==> config.mk <==
export PLATFORM = sky130hd
export DESIGN_NAME = ctm_ram
export DESIGN_NICKNAME = d
export VERILOG_FILES = /design/src/sv/ctm_ram.sv
export SDC_FILE = /design/constraint.sdc
export NUM_CORES = 2
export LEC_CHECK = 0
export BUFFER_PORTS_ARGS = -buffer_cell sky130_fd_sc_hd__buf_4
export CORE_MARGIN = 3
export CORE_UTILIZATION = 55
export DETAILED_ROUTE_END_ITERATION = 12
export PLACE_DENSITY = 0.73
export SLEW_MARGIN = 20
export SYNTH_ARGS = -nofsm -noshare
export SYNTH_HDL_FRONTEND = slang
export SYNTH_SLANG_ARGS = --single-unit
==> constraint.sdc <==
create_clock -name clk -period 2 [get_ports clk]
set_input_delay 0.1 -clock clk [delete_from_list [all_inputs] [get_ports clk]]
set_output_delay 0.1 -clock clk [all_outputs]
set_load 0.005 [all_outputs]
==> src/sv/ctm_ram.sv <==
module ctm_ram #(
  parameter int WIDTH = 8,
  parameter int DEPTH = 256
) (
  input  logic                     clk,
  input  logic                     we,
  input  logic [$clog2(DEPTH)-1:0] waddr,
  input  logic [WIDTH-1:0]         wdata,
  input  logic [$clog2(DEPTH)-1:0] raddr,
  output logic [WIDTH-1:0]         rdata
);

  logic [WIDTH-1:0] mem [DEPTH];

  always_ff @(posedge clk) begin
    if (we) begin
      mem[waddr] <= wdata;
    end
    rdata <= mem[raddr];
  end

endmodule

==> Yosys cells after proc, flatten, opt, wreduce, memory -nomap -nowiden <==
Memories as Yosys holds them, arrays and structs flattened. A register that Yosys moved wholly into a read port is not among the register bits.
Cells that the tools add are included.
W data, S select, Z words.
{ "word_totals": {"inputBits": 26, "elab_cells": 3, "regBits": 0, "ramBits": 2048, "mem_count": 1, "output_inout_bits": 8} }
{ "op_classes": {"muxes": 2} }
{ "memory_table": {"columns": ["name", "depth", "word_bits", "rd", "rd_clocked_by_memory_dff", "wr", "line", "text"], "rows": [
  ["mem", 256, 8, 1, 1, 1, "13", "logic [WIDTH-1:0] mem [DEPTH];"]
]} }
{ "op_table": {"columns": ["cell", "n"], "rows": [
  ["$mux W1", 2]
]} }

==> Logic depth before layout (Yosys ltp) <==
{ "depth": {"word_depth": 2, "ltp_mapped": 11, "depth_no_buf": 6} }

==> Least setup slack after synthesis <==
No wires, ideal clock.
{ "synth_path": {"kind": "input to register", "startpoint": "input raddr[0]", "endpoint": "register rdata[2] (read register of mem)", "setup_slack_ps": -38, "path_buffers": 4, "required_ps": 1869, "arrival_ps": 1907, "setup_ps": 131, "cell_stages": 9, "path_cell_list": "buf_6 > buf_12 > buf_8 > buf_2 > mux4_2 > a22oi_1 > a21oi_1 > nor4_1 > nor4_2"} }
{ "synth_rtl": {"columns": ["element", "line", "text"], "rows": [
  ["from (decl)", "9", "input logic [$clog2(DEPTH)-1:0] raddr,"],
  ["to (decl)", "10", "output logic [WIDTH-1:0] rdata"]
]} }

==> summary.md <==
| Metric | Value |
|---|---|
| Maximum vdd drop | `1.11 mV` |
| Maximum root-to-sink buffer count | `3` |
| Required time reported for the critical path endpoint | `2.69 ns` |
| Synthesized area per cell | `roughly 21 µm²` |
| Fin crit period | `2.28 ns` |
| Share of final-layout standard cells stronger than drive strength 1 | `33.9%` |
| Placed inst area | `87300 µm²` |
| Portion of total power attributed to combinational logic | `5.9%` |
| Leak pwr | `30.7 nW` |
| Ratio of total power to cell area | `938 nW/µm²` |
| Placed wire-length estimate after detailed placement | `between 100000 and 150000 µm` |
| Setup Total Neg Slack | `-1.06 ns` |
| Detailed router's first-iteration violation count | `6039` |
| Psw | `18.7 mW` |
| Number of antenna violations at the first check in global routing | `9` |
| Synthesis-to-layout area growth | `18.4%` |
| Worst min path class | `input port to flop` |
| Placed cells | `6147` |
| Critical path peak fanout | `1` |
| Routed Wire Length | `around 200000 µm` |
| Synth warnings | `0` |
| Wirelength per Cell | `30.3 µm` |
| Number of port buffers | `33` |
| Starting density of the core | `between 50% and 60%` |
| Final setup slack of the worst path | `-0.281 ns` |
| Gp weighted congestion | `0.865` |
| Horiz. Die Dim | `386 µm` |
| Worst Setup End Kind | `flop` |
| Cell Rows | `138` |
| Distinct cell type count after synthesis | `55` |
| Critical path launch point | `mem[81][2]$_DFFE_PP_` |
| Max Slew Vio Count | `0` |
| Number of enable-type register cells in the synthesized netlist | `2048` |
| Total number of H-tree levels | `4` |
| Die Y-Extent | `386 µm` |
| Clock transition at the registers of the reported paths | `0.06 ns` |
| Endpoint arrival time on the critical path | `2.97 ns` |
| Pin count of the biggest net entering global routing | `99` |
| Mapped Nets | `~3.8k` |
| CTS root buf | `sky130_fd_sc_hd__clkbuf_16` |
| Async S/R FF share, synth | `0%` |
| Clock Sinks | `about 2.1k` |
| Worst hold-check slack | `approximately 0.10 ns` |
| Register share of total power | `about 54%` |
| Sequential area share after synthesis | `77.5%` |
| Final design instance area without fill | `roughly 94000 µm²` |
| Measured slew at the worst slew-check pin | `1.02 ns` |
| Core ar. | `143000 µm²` |
| Total global routing overflow | `0` |
| Worst rel slew slack | `32.1%` |
| Setup repair after global routing missed its margin | `yes` |
| Min-Delay Startpoint | `waddr[5]` |
| Violated checks | `negative setup slack` |
| Max-cap violations | `0` |
| Net switching share of the total power | `about a fifth` |
| Part of the total power dissipated in the clock network | `40.2%` |
| Hold Violations, Final | `0` |
| Final antenna-violating net count | `0` |
| TritonRoute pass-1 iters | `8` |
| Final Setup Violations | `8` |
| Final cycle utilization of the critical path | `114%` |
| Number of vias per cell after detailed routing | `6.44` |
| Clock Latency Late Sink | `slightly above 0.8 ns` |
| DRC violations left | `0` |
| Total routing resource utilization after global routing | `27.0%` |
| Post-synthesis instance total | `3733` |
| CTS tree | `done` |
| Floorplan die area | `149000 µm²` |
| Int Pwr | `69.6 mW` |
| Area of the mapped netlist | `79600 µm²` |
| F_max | `0.438 GHz` |
| Status | `finished with violations` |
| # nets final | `4489` |
| Vias in the first global route | `42.4k` |
| Global-route wire length before repair | `290000 µm` |
| Finished Layout Cells | `6518` |
| Count of pins on the block boundary | `34` |
| Via count | `41.9k` |
| Element type at the critical path start | `flop` |
| Class of the most critical setup path | `flop to flop` |
| Number of buffers inserted during clock tree synthesis | `196` |
| Main synth FF type | `sky130_fd_sc_hd__edfxtp_1` |
| Setup Skew | `0.0316 ns` |
| Number of synthesized register bits | `2056` |
| Most frequent standard cell in the layout excluding fill and tap cells | `sky130_fd_sc_hd__edfxtp_1` |
| Commonest cells after routing, fill and taps aside | `2048 x sky130_fd_sc_hd__edfxtp_1, 656 x sky130_fd_sc_hd__buf_4, 454 x sky130_fd_sc_hd__mux4_2` |
| Reg-to-reg startpoint | `mem[81][2]$_DFFE_PP_` |
-- worst max-delay path, stage by stage (launching register included) --
cell and delay [ns]:
sky130_fd_sc_hd__edfxtp_1 0.41, sky130_fd_sc_hd__mux4_2 0.49, sky130_fd_sc_hd__mux4_2 0.49, sky130_fd_sc_hd__nor2b_4 0.16, sky130_fd_sc_hd__nor4_4 0.55, sky130_fd_sc_hd__nor4_2 0.07
-- path summary, 6_finish.rpt --
path	to	slack, ns	depth (start not counted)
worst max-delay path	rdata[2]$_DFF_P_	-0.28	5
worst min-delay path	mem[155][3]$_DFFE_PP_	0.10	5
worst max register to register	rdata[2]$_DFF_P_	-0.28	5
worst min register to register	rdata[5]$_DFF_P_	1.09	5
-- sequential cells by signal (all words and copies together) (netlist names) --
| register | cells |
|---|---|
| rdata | 8 |
| mem | 2048 |
-- metal layers --
metal	vias to the layer above	routed length (µm)	track usage, %
li1	17200	-	-
met1	21900	73300	38.4
met2	2517	94100	41.4
met3	384	23000	6.52
met4	2	7190	9.77
met5	-	13	0
-- repair_timing --
item / in CTS / in global routing
pin swaps: 31 / 22
endpoints found under the setup margin: 8 / 18
buffers inserted: 0 / 0
hold buffers: 16 / 0
gates resized for setup: 65 / 44
hold endpoints to repair: 1192 / 0
-- layout make-up --
cell class | instances | area [µm²]
fillers | 8916 | 48400
inverters | 2 | 7.51
diodes | 4 | 10.0
well taps | 1890 | 2360
clock inverters | 112 | 905
flip-flops and latches | 2056 | 61700
repair buffers | 765 | 6900
multi-input cells | 1442 | 17100
clock buffers | 247 | 5200
-- power groups by stage --
| stage | sequential, mW | combinational (mW) | clock [mW] |
|---|---|---|---|
| global placement | 48.5 | 4.84 | 0 |
| global route | 47.6 | 5.44 | 37.6 |
| detailed placement | 48.5 | 4.93 | 0 |
| floorplan | 48.4 | 2.32 | 0 |
| CTS | 47.6 | 5.09 | 35.9 |
| finish | 47.6 | 5.19 | 35.5 |
-- kinds of logic (layout without fill, tap and decap cells) --
family / count (synthesis) / after routing / synth area share, %
AOI/OAI and AO/OA: 385 / 385 / 3.42
buffers and inverters: 235 / 1126 / 1.83
DFF: 2056 / 2056 / 77.5
muxes: 591 / 591 / 14.6
other: 0 / 4 / 0
and+or+nand+nor: 466 / 466 / 2.63
-- synthesized netlist by cell type (all sizes together), types with 22 or more instances --
cell type | number | share of area [%]
a22oi | 133 | 1.3
nand2 | 33 | 0.16
o221ai | 47 | 0.53
nor2b | 31 | 0.24
edfxtp | 2048 | 77
nand3 | 34 | 0.21
mux4 | 456 | 13
nor3 | 22 | 0.14
a21oi | 96 | 0.60
nor2 | 282 | 1.3
nor4 | 27 | 0.24
buf | 122 | 1.3
mux2i | 134 | 1.7
clkbuf | 111 | 0.52
o22ai | 28 | 0.22
-- per-stage QoR --
step | utilization (%) | total power, mW | worst slack (ns)
6_report | 66.0 | 88.3 | -0.281
5_1_grt | 66.0 | 90.6 | -0.276
4_1_cts | 65.9 | 88.6 | -0.290
3_5_place_dp | 61.2 | 53.4 | -1.36
3_3_place_gp | 61.2 | 53.3 | -1.73
2_1_floorplan | - | 50.8 | 0.00192
Note: power is estimated with default switching activity, not from simulation.
