<file path="config.mk">
export PLATFORM = sky130hd
export DESIGN_NAME = ctm_cell
export DESIGN_NICKNAME = d
export VERILOG_FILES = /design/src/sv/ctm_pkg.sv /design/src/sv/ctm_ram.sv /design/src/sv/ctm_cell.sv
export SDC_FILE = /design/constraint.sdc
export NUM_CORES = 2
export LEC_CHECK = 0
export ABC_CLOCK_PERIOD_IN_PS = 18760
export BUFFER_PORTS_ARGS = -buffer_cell sky130_fd_sc_hd__buf_2
export CAP_MARGIN = 20
export CORE_MARGIN = 2
export CORE_UTILIZATION = 45
export CTS_CLUSTER_DIAMETER = 150
export DETAILED_ROUTE_END_ITERATION = 12
export GPL_TIMING_DRIVEN = 0
export PLACE_DENSITY = 0.68
export REMOVE_ABC_BUFFERS = 1
export SLEW_MARGIN = 10
export SYNTH_ARGS = -nofsm -noshare
export SYNTH_HDL_FRONTEND = slang
export SYNTH_SLANG_ARGS = --single-unit
export TNS_END_PERCENT = 5
</file>
<file path="constraint.sdc">
create_clock -name clk -period 18.76 [get_ports clk]
set_clock_uncertainty 0.2 [all_clocks]
set_input_delay 3.752 -clock clk [delete_from_list [all_inputs] [get_ports clk]]
set_output_delay 3.752 -clock clk [all_outputs]
set_load 0.01 [all_outputs]
</file>
<file path="src/sv/ctm_pkg.sv">
package ctm_pkg;

  localparam int FEATURE_LEN_DEF = 256;
  localparam int MAX_TRACKS_DEF  = 64;

  localparam logic [1:0] ACT_MATCH = 2'd0;
  localparam logic [1:0] ACT_NEW   = 2'd1;
  localparam logic [1:0] ACT_KEEP  = 2'd2;

  localparam logic [1:0] REG_MAX_TRACKS  = 2'd0;
  localparam logic [1:0] REG_SAME_THRESH = 2'd1;
  localparam logic [1:0] REG_NEW_THRESH  = 2'd2;

  localparam logic [6:0]  MAX_TRACKS_RST  = 7'd64;
  localparam logic [15:0] SAME_THRESH_RST = 16'd58982;
  localparam logic [15:0] NEW_THRESH_RST  = 16'd19661;

  typedef struct packed {
    logic acc;
    logic first;
    logic load;
    logic shift;
    logic ram_we;
    logic upd;
    logic evict;
  } cell_ctrl_t;

endpackage

</file>
<file path="src/sv/ctm_ram.sv">
module ctm_ram #(
  parameter int WIDTH = 8,
  parameter int DEPTH = 256
) (
  input  logic                     clk,
  input  logic                     we,
  input  logic [$clog2(DEPTH)-1:0] waddr,
  input  logic [WIDTH-1:0]         wdata,
  input  logic [$clog2(DEPTH)-1:0] raddr,
  output logic [WIDTH-1:0]         rdata
);

  logic [WIDTH-1:0] mem [DEPTH];

  always_ff @(posedge clk) begin
    if (we) begin
      mem[waddr] <= wdata;
    end
    rdata <= mem[raddr];
  end

endmodule

</file>
<file path="src/sv/ctm_cell.sv">
module ctm_cell import ctm_pkg::*; #(
  parameter int FEATURE_LEN = FEATURE_LEN_DEF,
  parameter int SLOT_W      = 6,
  parameter int SLOT        = 0,
  localparam int IDX_W      = $clog2(FEATURE_LEN),
  localparam int SUM_W      = $clog2(FEATURE_LEN) + 15
) (
  input  logic                    clk,
  input  logic                    rst_n,
  input  cell_ctrl_t              ctrl,
  input  logic [IDX_W-1:0]        addr,
  input  logic [7:0]              wdata,
  input  logic signed [7:0]       q,
  input  logic [SLOT_W-1:0]       tgt_slot,
  input  logic [SLOT_W-1:0]       ev_slot,
  input  logic [31:0]             upd_id,
  input  logic [31:0]             upd_stamp,
  input  logic [SUM_W-1:0]        upd_nb,
  input  logic                    nxt_valid,
  input  logic signed [SUM_W:0]   nxt_dot,
  input  logic [SUM_W-1:0]        nxt_nb,
  input  logic [31:0]             nxt_id,
  input  logic [31:0]             nxt_stamp,
  output logic                    rec_valid,
  output logic signed [SUM_W:0]   rec_dot,
  output logic [SUM_W-1:0]        rec_nb,
  output logic [31:0]             rec_id,
  output logic [31:0]             rec_stamp
);

  logic                  valid_r;
  logic [31:0]           id_r;
  logic [31:0]           stamp_r;
  logic [SUM_W-1:0]      nb_r;
  logic signed [SUM_W:0] dot_r;
  logic signed [SUM_W:0] dot_nxt;
  logic [7:0]            rd;
  logic signed [15:0]    prod;
  logic                  hit_tgt;
  logic                  hit_ev;

  assign hit_tgt = (tgt_slot == SLOT_W'(SLOT));
  assign hit_ev  = (ev_slot == SLOT_W'(SLOT));

  ctm_ram #(.WIDTH(8), .DEPTH(FEATURE_LEN)) u_ram (
    .clk   (clk),
    .we    (ctrl.ram_we && hit_tgt),
    .waddr (addr),
    .wdata (wdata),
    .raddr (addr),
    .rdata (rd)
  );

  assign prod    = q * $signed(rd);
  assign dot_nxt = ctrl.first ? (SUM_W+1)'(prod) : dot_r + (SUM_W+1)'(prod);

  always_ff @(posedge clk) begin
    if (!rst_n) begin
      valid_r <= 1'b0;
    end else begin
      if (ctrl.upd && hit_tgt) begin
        valid_r <= 1'b1;
      end else if (ctrl.evict && hit_ev) begin
        valid_r <= 1'b0;
      end
    end
  end

  always_ff @(posedge clk) begin
    if (ctrl.upd && hit_tgt) begin
      id_r    <= upd_id;
      stamp_r <= upd_stamp;
      nb_r    <= upd_nb;
    end
    if (ctrl.acc) begin
      dot_r <= dot_nxt;
    end
    if (ctrl.load) begin
      rec_valid <= valid_r;
      rec_dot   <= dot_r;
      rec_nb    <= nb_r;
      rec_id    <= id_r;
      rec_stamp <= stamp_r;
    end else if (ctrl.shift) begin
      rec_valid <= nxt_valid;
      rec_dot   <= nxt_dot;
      rec_nb    <= nxt_nb;
      rec_id    <= nxt_id;
      rec_stamp <= nxt_stamp;
    end
  end

endmodule

</file>
### Yosys cells after proc, flatten, opt, wreduce, memory -nomap -nowiden

Memory sizes are Yosys's and may differ from the RTL's. A register that Yosys moved wholly into a read port is not among the register bits.
Cells that the tools add are included.

* add/sub/neg operators: 1
* $mul: 1
* multiplexer cells: 15
* reductions and logical operators: 7

Operators by type and width (count)
* $mux W32: 4
* $mux W24: 3
* $mux W23: 2
* $add A24 B16 Y24: 1
* $mul A8 B8 Y16: 1
* $logic_not A6 Y1: 2
* $mux W1: 6
* $reduce_bool A2 Y1: 2
* $logic_and A1 B1 Y1: 3

* register bits after elaboration: 224
* bits in writable memories: 2048
* input bits: 244
* output and inout port bits: 112
* logic and storage cells: 35
* memories: 1

Memories
* u_ram.mem: words 256, width 8, rd ports 1, clocked after Yosys merged registers in 1, wr ports 1, line ctm_ram.sv:13 `logic [WIDTH-1:0] mem [DEPTH];`

### Depth between registers and ports, before layout

* depth in word-level cells: 4
* gate-level depth with buffers: 24
* depth with buffers taken out: 24

### By module

Synthesis repeated with hierarchy kept, for this count alone.

* cells, all modules: 4575
* area total of the unflattened synthesis: 91520.3 um^2

Modules (own cells, without submodules)
* ctm_ram: times used 1, cells each 3733, area each 79556.3 um^2, seq. area each 61659.1 um^2
* ctm_cell: times used 1, cells each 842, area each 11964.0 um^2, seq. area each 6716.4 um^2

### Worst setup path after synthesis

OpenSTA, ideal clock, no wires.

* path kind: input-to-reg
* from: input q[5]
* to: register dot_r[23], data pin
* setup time: 0.269 ns
* arrival time: 9.546 ns
* required time: 18.291 ns
* path slack: 8.744 ns
* stages on the path: 23
* buffers on the path: 0
* cell sequence: and2_1 -> fa_1 -> inv_1 -> fa_1 -> inv_1 -> fa_1 -> inv_1 -> fa_1 -> inv_1 -> ha_1 -> o21a_1 -> a21oi_1 -> o22ai_1 -> o41ai_1 -> mux2i_1 -> and2_1 -> ha_1 -> a21o_1 -> a211o_1 -> a211o_1 -> or4_1 -> o211ai_1 -> xor2_1

* cells in the longest elaborated chain, start to end: 3

Ends and longest elaborated chain
* start, declared: line ctm_cell.sv:13 `input logic signed [7:0] q,`
* $mul A8 B8 Y16 *: line ctm_cell.sv:54 `assign prod = q * $signed(rd);`
* $add A24 B16 Y24: line ctm_cell.sv:55 `assign dot_nxt = ctrl.first ? (SUM_W+1)'(prod) : dot_r + (SUM_W+1)'(prod);`
* $mux W24 *: line ctm_cell.sv:55
* via dot_nxt[23]: line ctm_cell.sv:36 `logic signed [SUM_W:0] dot_nxt;`
* end signal, assigned: line ctm_cell.sv:76 `dot_r <= dot_nxt;`
* end, declared: line ctm_cell.sv:35 `logic signed [SUM_W:0] dot_r;`

Mark *: on every way through the listed nets, which the timed path passes. The rest lies on a longest branch.
A chain may end at the register's enable or synchronous reset.

### Worst setup path in the final report

Ends and elaborated chain as after synthesis.

==> flow_summary.ini <==
[status]
status = finished, final reports clean

[critical_path]
cp_max_fo = 11
max_stage_delay_ns = 0.61
cp_top_family = adder cells
slowest_stage = o41ai_1
path_cells = buf_2, and2_1, fa_1, inv_1, fa_1, inv_1, fa_1, inv_1, fa_1, inv_1, ha_1, o21a_1, a21oi_1, o22ai_1, o41ai_1, mux2i_1, and2_1, ha_1, a21o_1, a211o_1, a211o_1, or4_1, o211ai_1, xor2_1
start_kind = input pin
required_ns = 19.17
crit_type = input pin to register
arrival_ns = 10.36
crit_buf_inv = 5
cp-end-kind = register

[global_routing]
grt_pass1_vias = 44279
overflow = 0
antenna_found_initial = 30
grt_pass1_wl_mm = 318
grt_use_total_pct = 21.6
grt_max_degree = 145

[detailed_routing]
drc_errors = 0
ant_nets = 0
viasPerCell = 5.93
dr.pass1.iters = 5
wl_per_cell_microns = 29.9
vias = 44759
routed_wl_mm = 225
drt-initial-drc-count = 6017

[synthesis]
synth_fa_ha_area_share_pct = 1.97
synth.largest_area_cell = edfxtp_1
synth.top_cell.area_share_pct = 74.7
ys_seq_elements = 2280
ys_types = 65
synth-edff-count = 2271
synth_area_per_cell_sq_um = 21.5
synth_top_family_by_area = multiplexers
syn_area_sq_mm = 0.0913
synth_warnings = 0
async_reset_ff_share_pct = 0
synth-compound-area-share_pct = 1.38
synth-seq-area-share_pct = 74.9
yosysMostFrequentCell = edfxtp_1
synth_simple_gate_area_share_pct = 2.63
synth_top_cells_by_count = edfxtp_1 (2271), mux4_2 (602), nor2_1 (282), mux2_2 (118)
synth_cells = 4256
synth-xor-area-share_pct = 0.317
synth_top_cells_by_area = edfxtp_1 (75%), mux4_2 (15%), mux2_2 (1.5%)
muxShareOfSynthArea_pct = 17.2
synthFlopType = edfxtp_1

[pwr]
pwr-share-comb_pct = 22.9
leakage_nw = 33.4
peakVddDrop_uv = 178
p_int_w = 0.00947
powerDensity_mw_per_mm2 = 126
swShare_pct = 27.8
p_clk_share_pct = 33.0
p_total_w = 0.0131
p_seq_share_pct = 44.2
power.net_switching_w = 0.00365

[sta]
maxSlewViolCount = 0
worstMarginPinSlew_ns = 1.28
finalSetupTns_ns = 0
finalCritPeriodShare_pct = 53.0
fin_crit_ns = 9.95
hold_viol = 0
clock.fmax_ghz = 0.100
grt_setup_unrepaired = no
setup_viol = 0
slew_headroom_pct = 14.7

[die]
die_w_microns = 454
ioPinCount = 356
die_y_microns = 454
rows = 165
fp.coreArea_sq_mm = 0.202
die_area_sq_mm = 0.206
initial_core_util_pct = 45.2

[clocking]
clock-root-buffer = clkbuf_16
cts_inserted_buffers = 221
insertion_delay_ns = 0.84
clk_pin_slew_ns = 0.06
htreeDepth = 4
ctsHoldBuffers = 0
numClockSinks = 2280
cts_setup_buffers = 0
cts_buffer_depth = 3
cts_resized = 0
tritoncts = done

[final_layout]
post-route-util_pct = 51.5
fin_nets = 5028
areaGrowthSynthToFinish_pct = 13.8
final_layout_size_suffix_gt1_share_pct = 29.9
nFillCells = 15589
stdcell_area_sq_mm = 0.104
layoutNonFillerInstCount = 7549

[place]
io_buffers = 355
place_area_sq_mm = 0.0968
place_congestion = 0.815
place_inst = 7122
hpwl_mm = 142

[min_path]
hp-class = register to register

[job]
cap_viol_max_count = 0
## registers in the layout (all words and copies together) (netlist names), 8 cells and up
register,flops
u_ram.mem,2048
id_r,32
rec_id,32
rec_stamp,32
stamp_r,32
dot_r,24
rec_dot,24
nb_r,23
rec_nb,23
u_ram.rdata,8
## stage by stage
step / setup WS (ns) / hold WS [ns]
final: 8.81 / 0.345
after global routing: 8.39 / 0.351
after CTS: 8.87 / 0.346
after detailed placement: 7.92 / 0.332
after global placement: -11.03 / 0.325
after floorplan: 8.74 / 0.323
## layout make-up
cell class / instances / area (sq um) / area share [%]
tap: 2672 / 3340 / 3.22
timing repair buffer: 405 / 3110 / 2.99
clock buffer: 273 / 5780 / 5.56
sequential: 2280 / 68400 / 65.8
inverter: 94 / 353 / 0.339
clock inverter: 138 / 1340 / 1.29
antenna: 15 / 37.5 / 0.0361
multi-input combinational: 1672 / 21600 / 20.8
## worst reg2reg max path: stages, from the launching register on
cell and delay (ns):
dfxtp_1 0.41, and2_1 0.25, fa_1 0.48, inv_1 0.05
fa_1 0.49, inv_1 0.05, fa_1 0.53, inv_1 0.05
fa_1 0.47, inv_1 0.04, ha_1 0.30, o21a_1 0.13
a21oi_1 0.22, o22ai_1 0.15, o41ai_1 0.61, mux2i_1 0.29
and2_1 0.45, ha_1 0.38, a21o_1 0.23, a211o_1 0.31
a211o_1 0.30, or4_1 0.48, o211ai_1 0.13, xor2_1 0.09
## power by group through the flow
stage / Sequential [W] / Clock [W] / Combinational (W)
2_1_floorplan: 0.00590 / 0 / 0.00221
3_3_place_gp: 0.00592 / 0 / 0.00305
3_5_place_dp: 0.00590 / 0 / 0.00298
4_1_cts: 0.00579 / 0.00439 / 0.00300
5_1_grt: 0.00580 / 0.00458 / 0.00335
6_report: 0.00579 / 0.00433 / 0.00300
## layout by cell type (no fill, tap or decap), types with 11 or more instances in the layout
master     count
o22ai_1       27
nand3_1       35
nand2_1       75
and2_1        49
mux4_2       602
nor3_1        18
clkbuf_16    222
a22oi_1       11
xnor2_1       23
a21o_1        13
clkbuf_1      48
ha_1          54
fa_1          56
o21ai_0       27
buf_2        344
a21oi_1       35
buf_8         17
nor2b_1       12
nor2_1       280
edfxtp_1    2271
bufinv_16     16
inv_1         93
buf_16        35
clkinv_1      58
diode_2       15
mux2i_1       86
mux2_2       118
clkinv_2      34
## final timing paths
check	start	endpoint	slack (ns)	depth (start not counted)
min reg2reg	stamp_r[3]	rec_stamp[3]	0.35	1
max reg2reg	u_ram.rdata[0]	dot_r[23]	11.42	23
max	q[5]	dot_r[23]	8.81	24
min	stamp_r[3]	rec_stamp[3]	0.35	1
## per-layer routing
metal | vias to the layer above | routed length (microns) | track usage (%) | part of all wire, %
li1 | 18454 | - | - | -
met5 | - | 60 | 0 | 0.027
met1 | 23599 | 87000 | 29.1 | 39
met4 | 10 | 8110 | 7.96 | 3.6
met2 | 2329 | 110000 | 34.5 | 49
met3 | 367 | 20500 | 4.85 | 9.1
## cells by family after synthesis
kind of cell | Yosys count
AOI/OAI and AO/OA | 184
DFF | 2280
adders and majority gates | 110
xor gates and xnor gates | 33
buffers and inverters | 304
and+or+nand+nor | 539
muxes | 806
(Power assumes the default switching activity.)
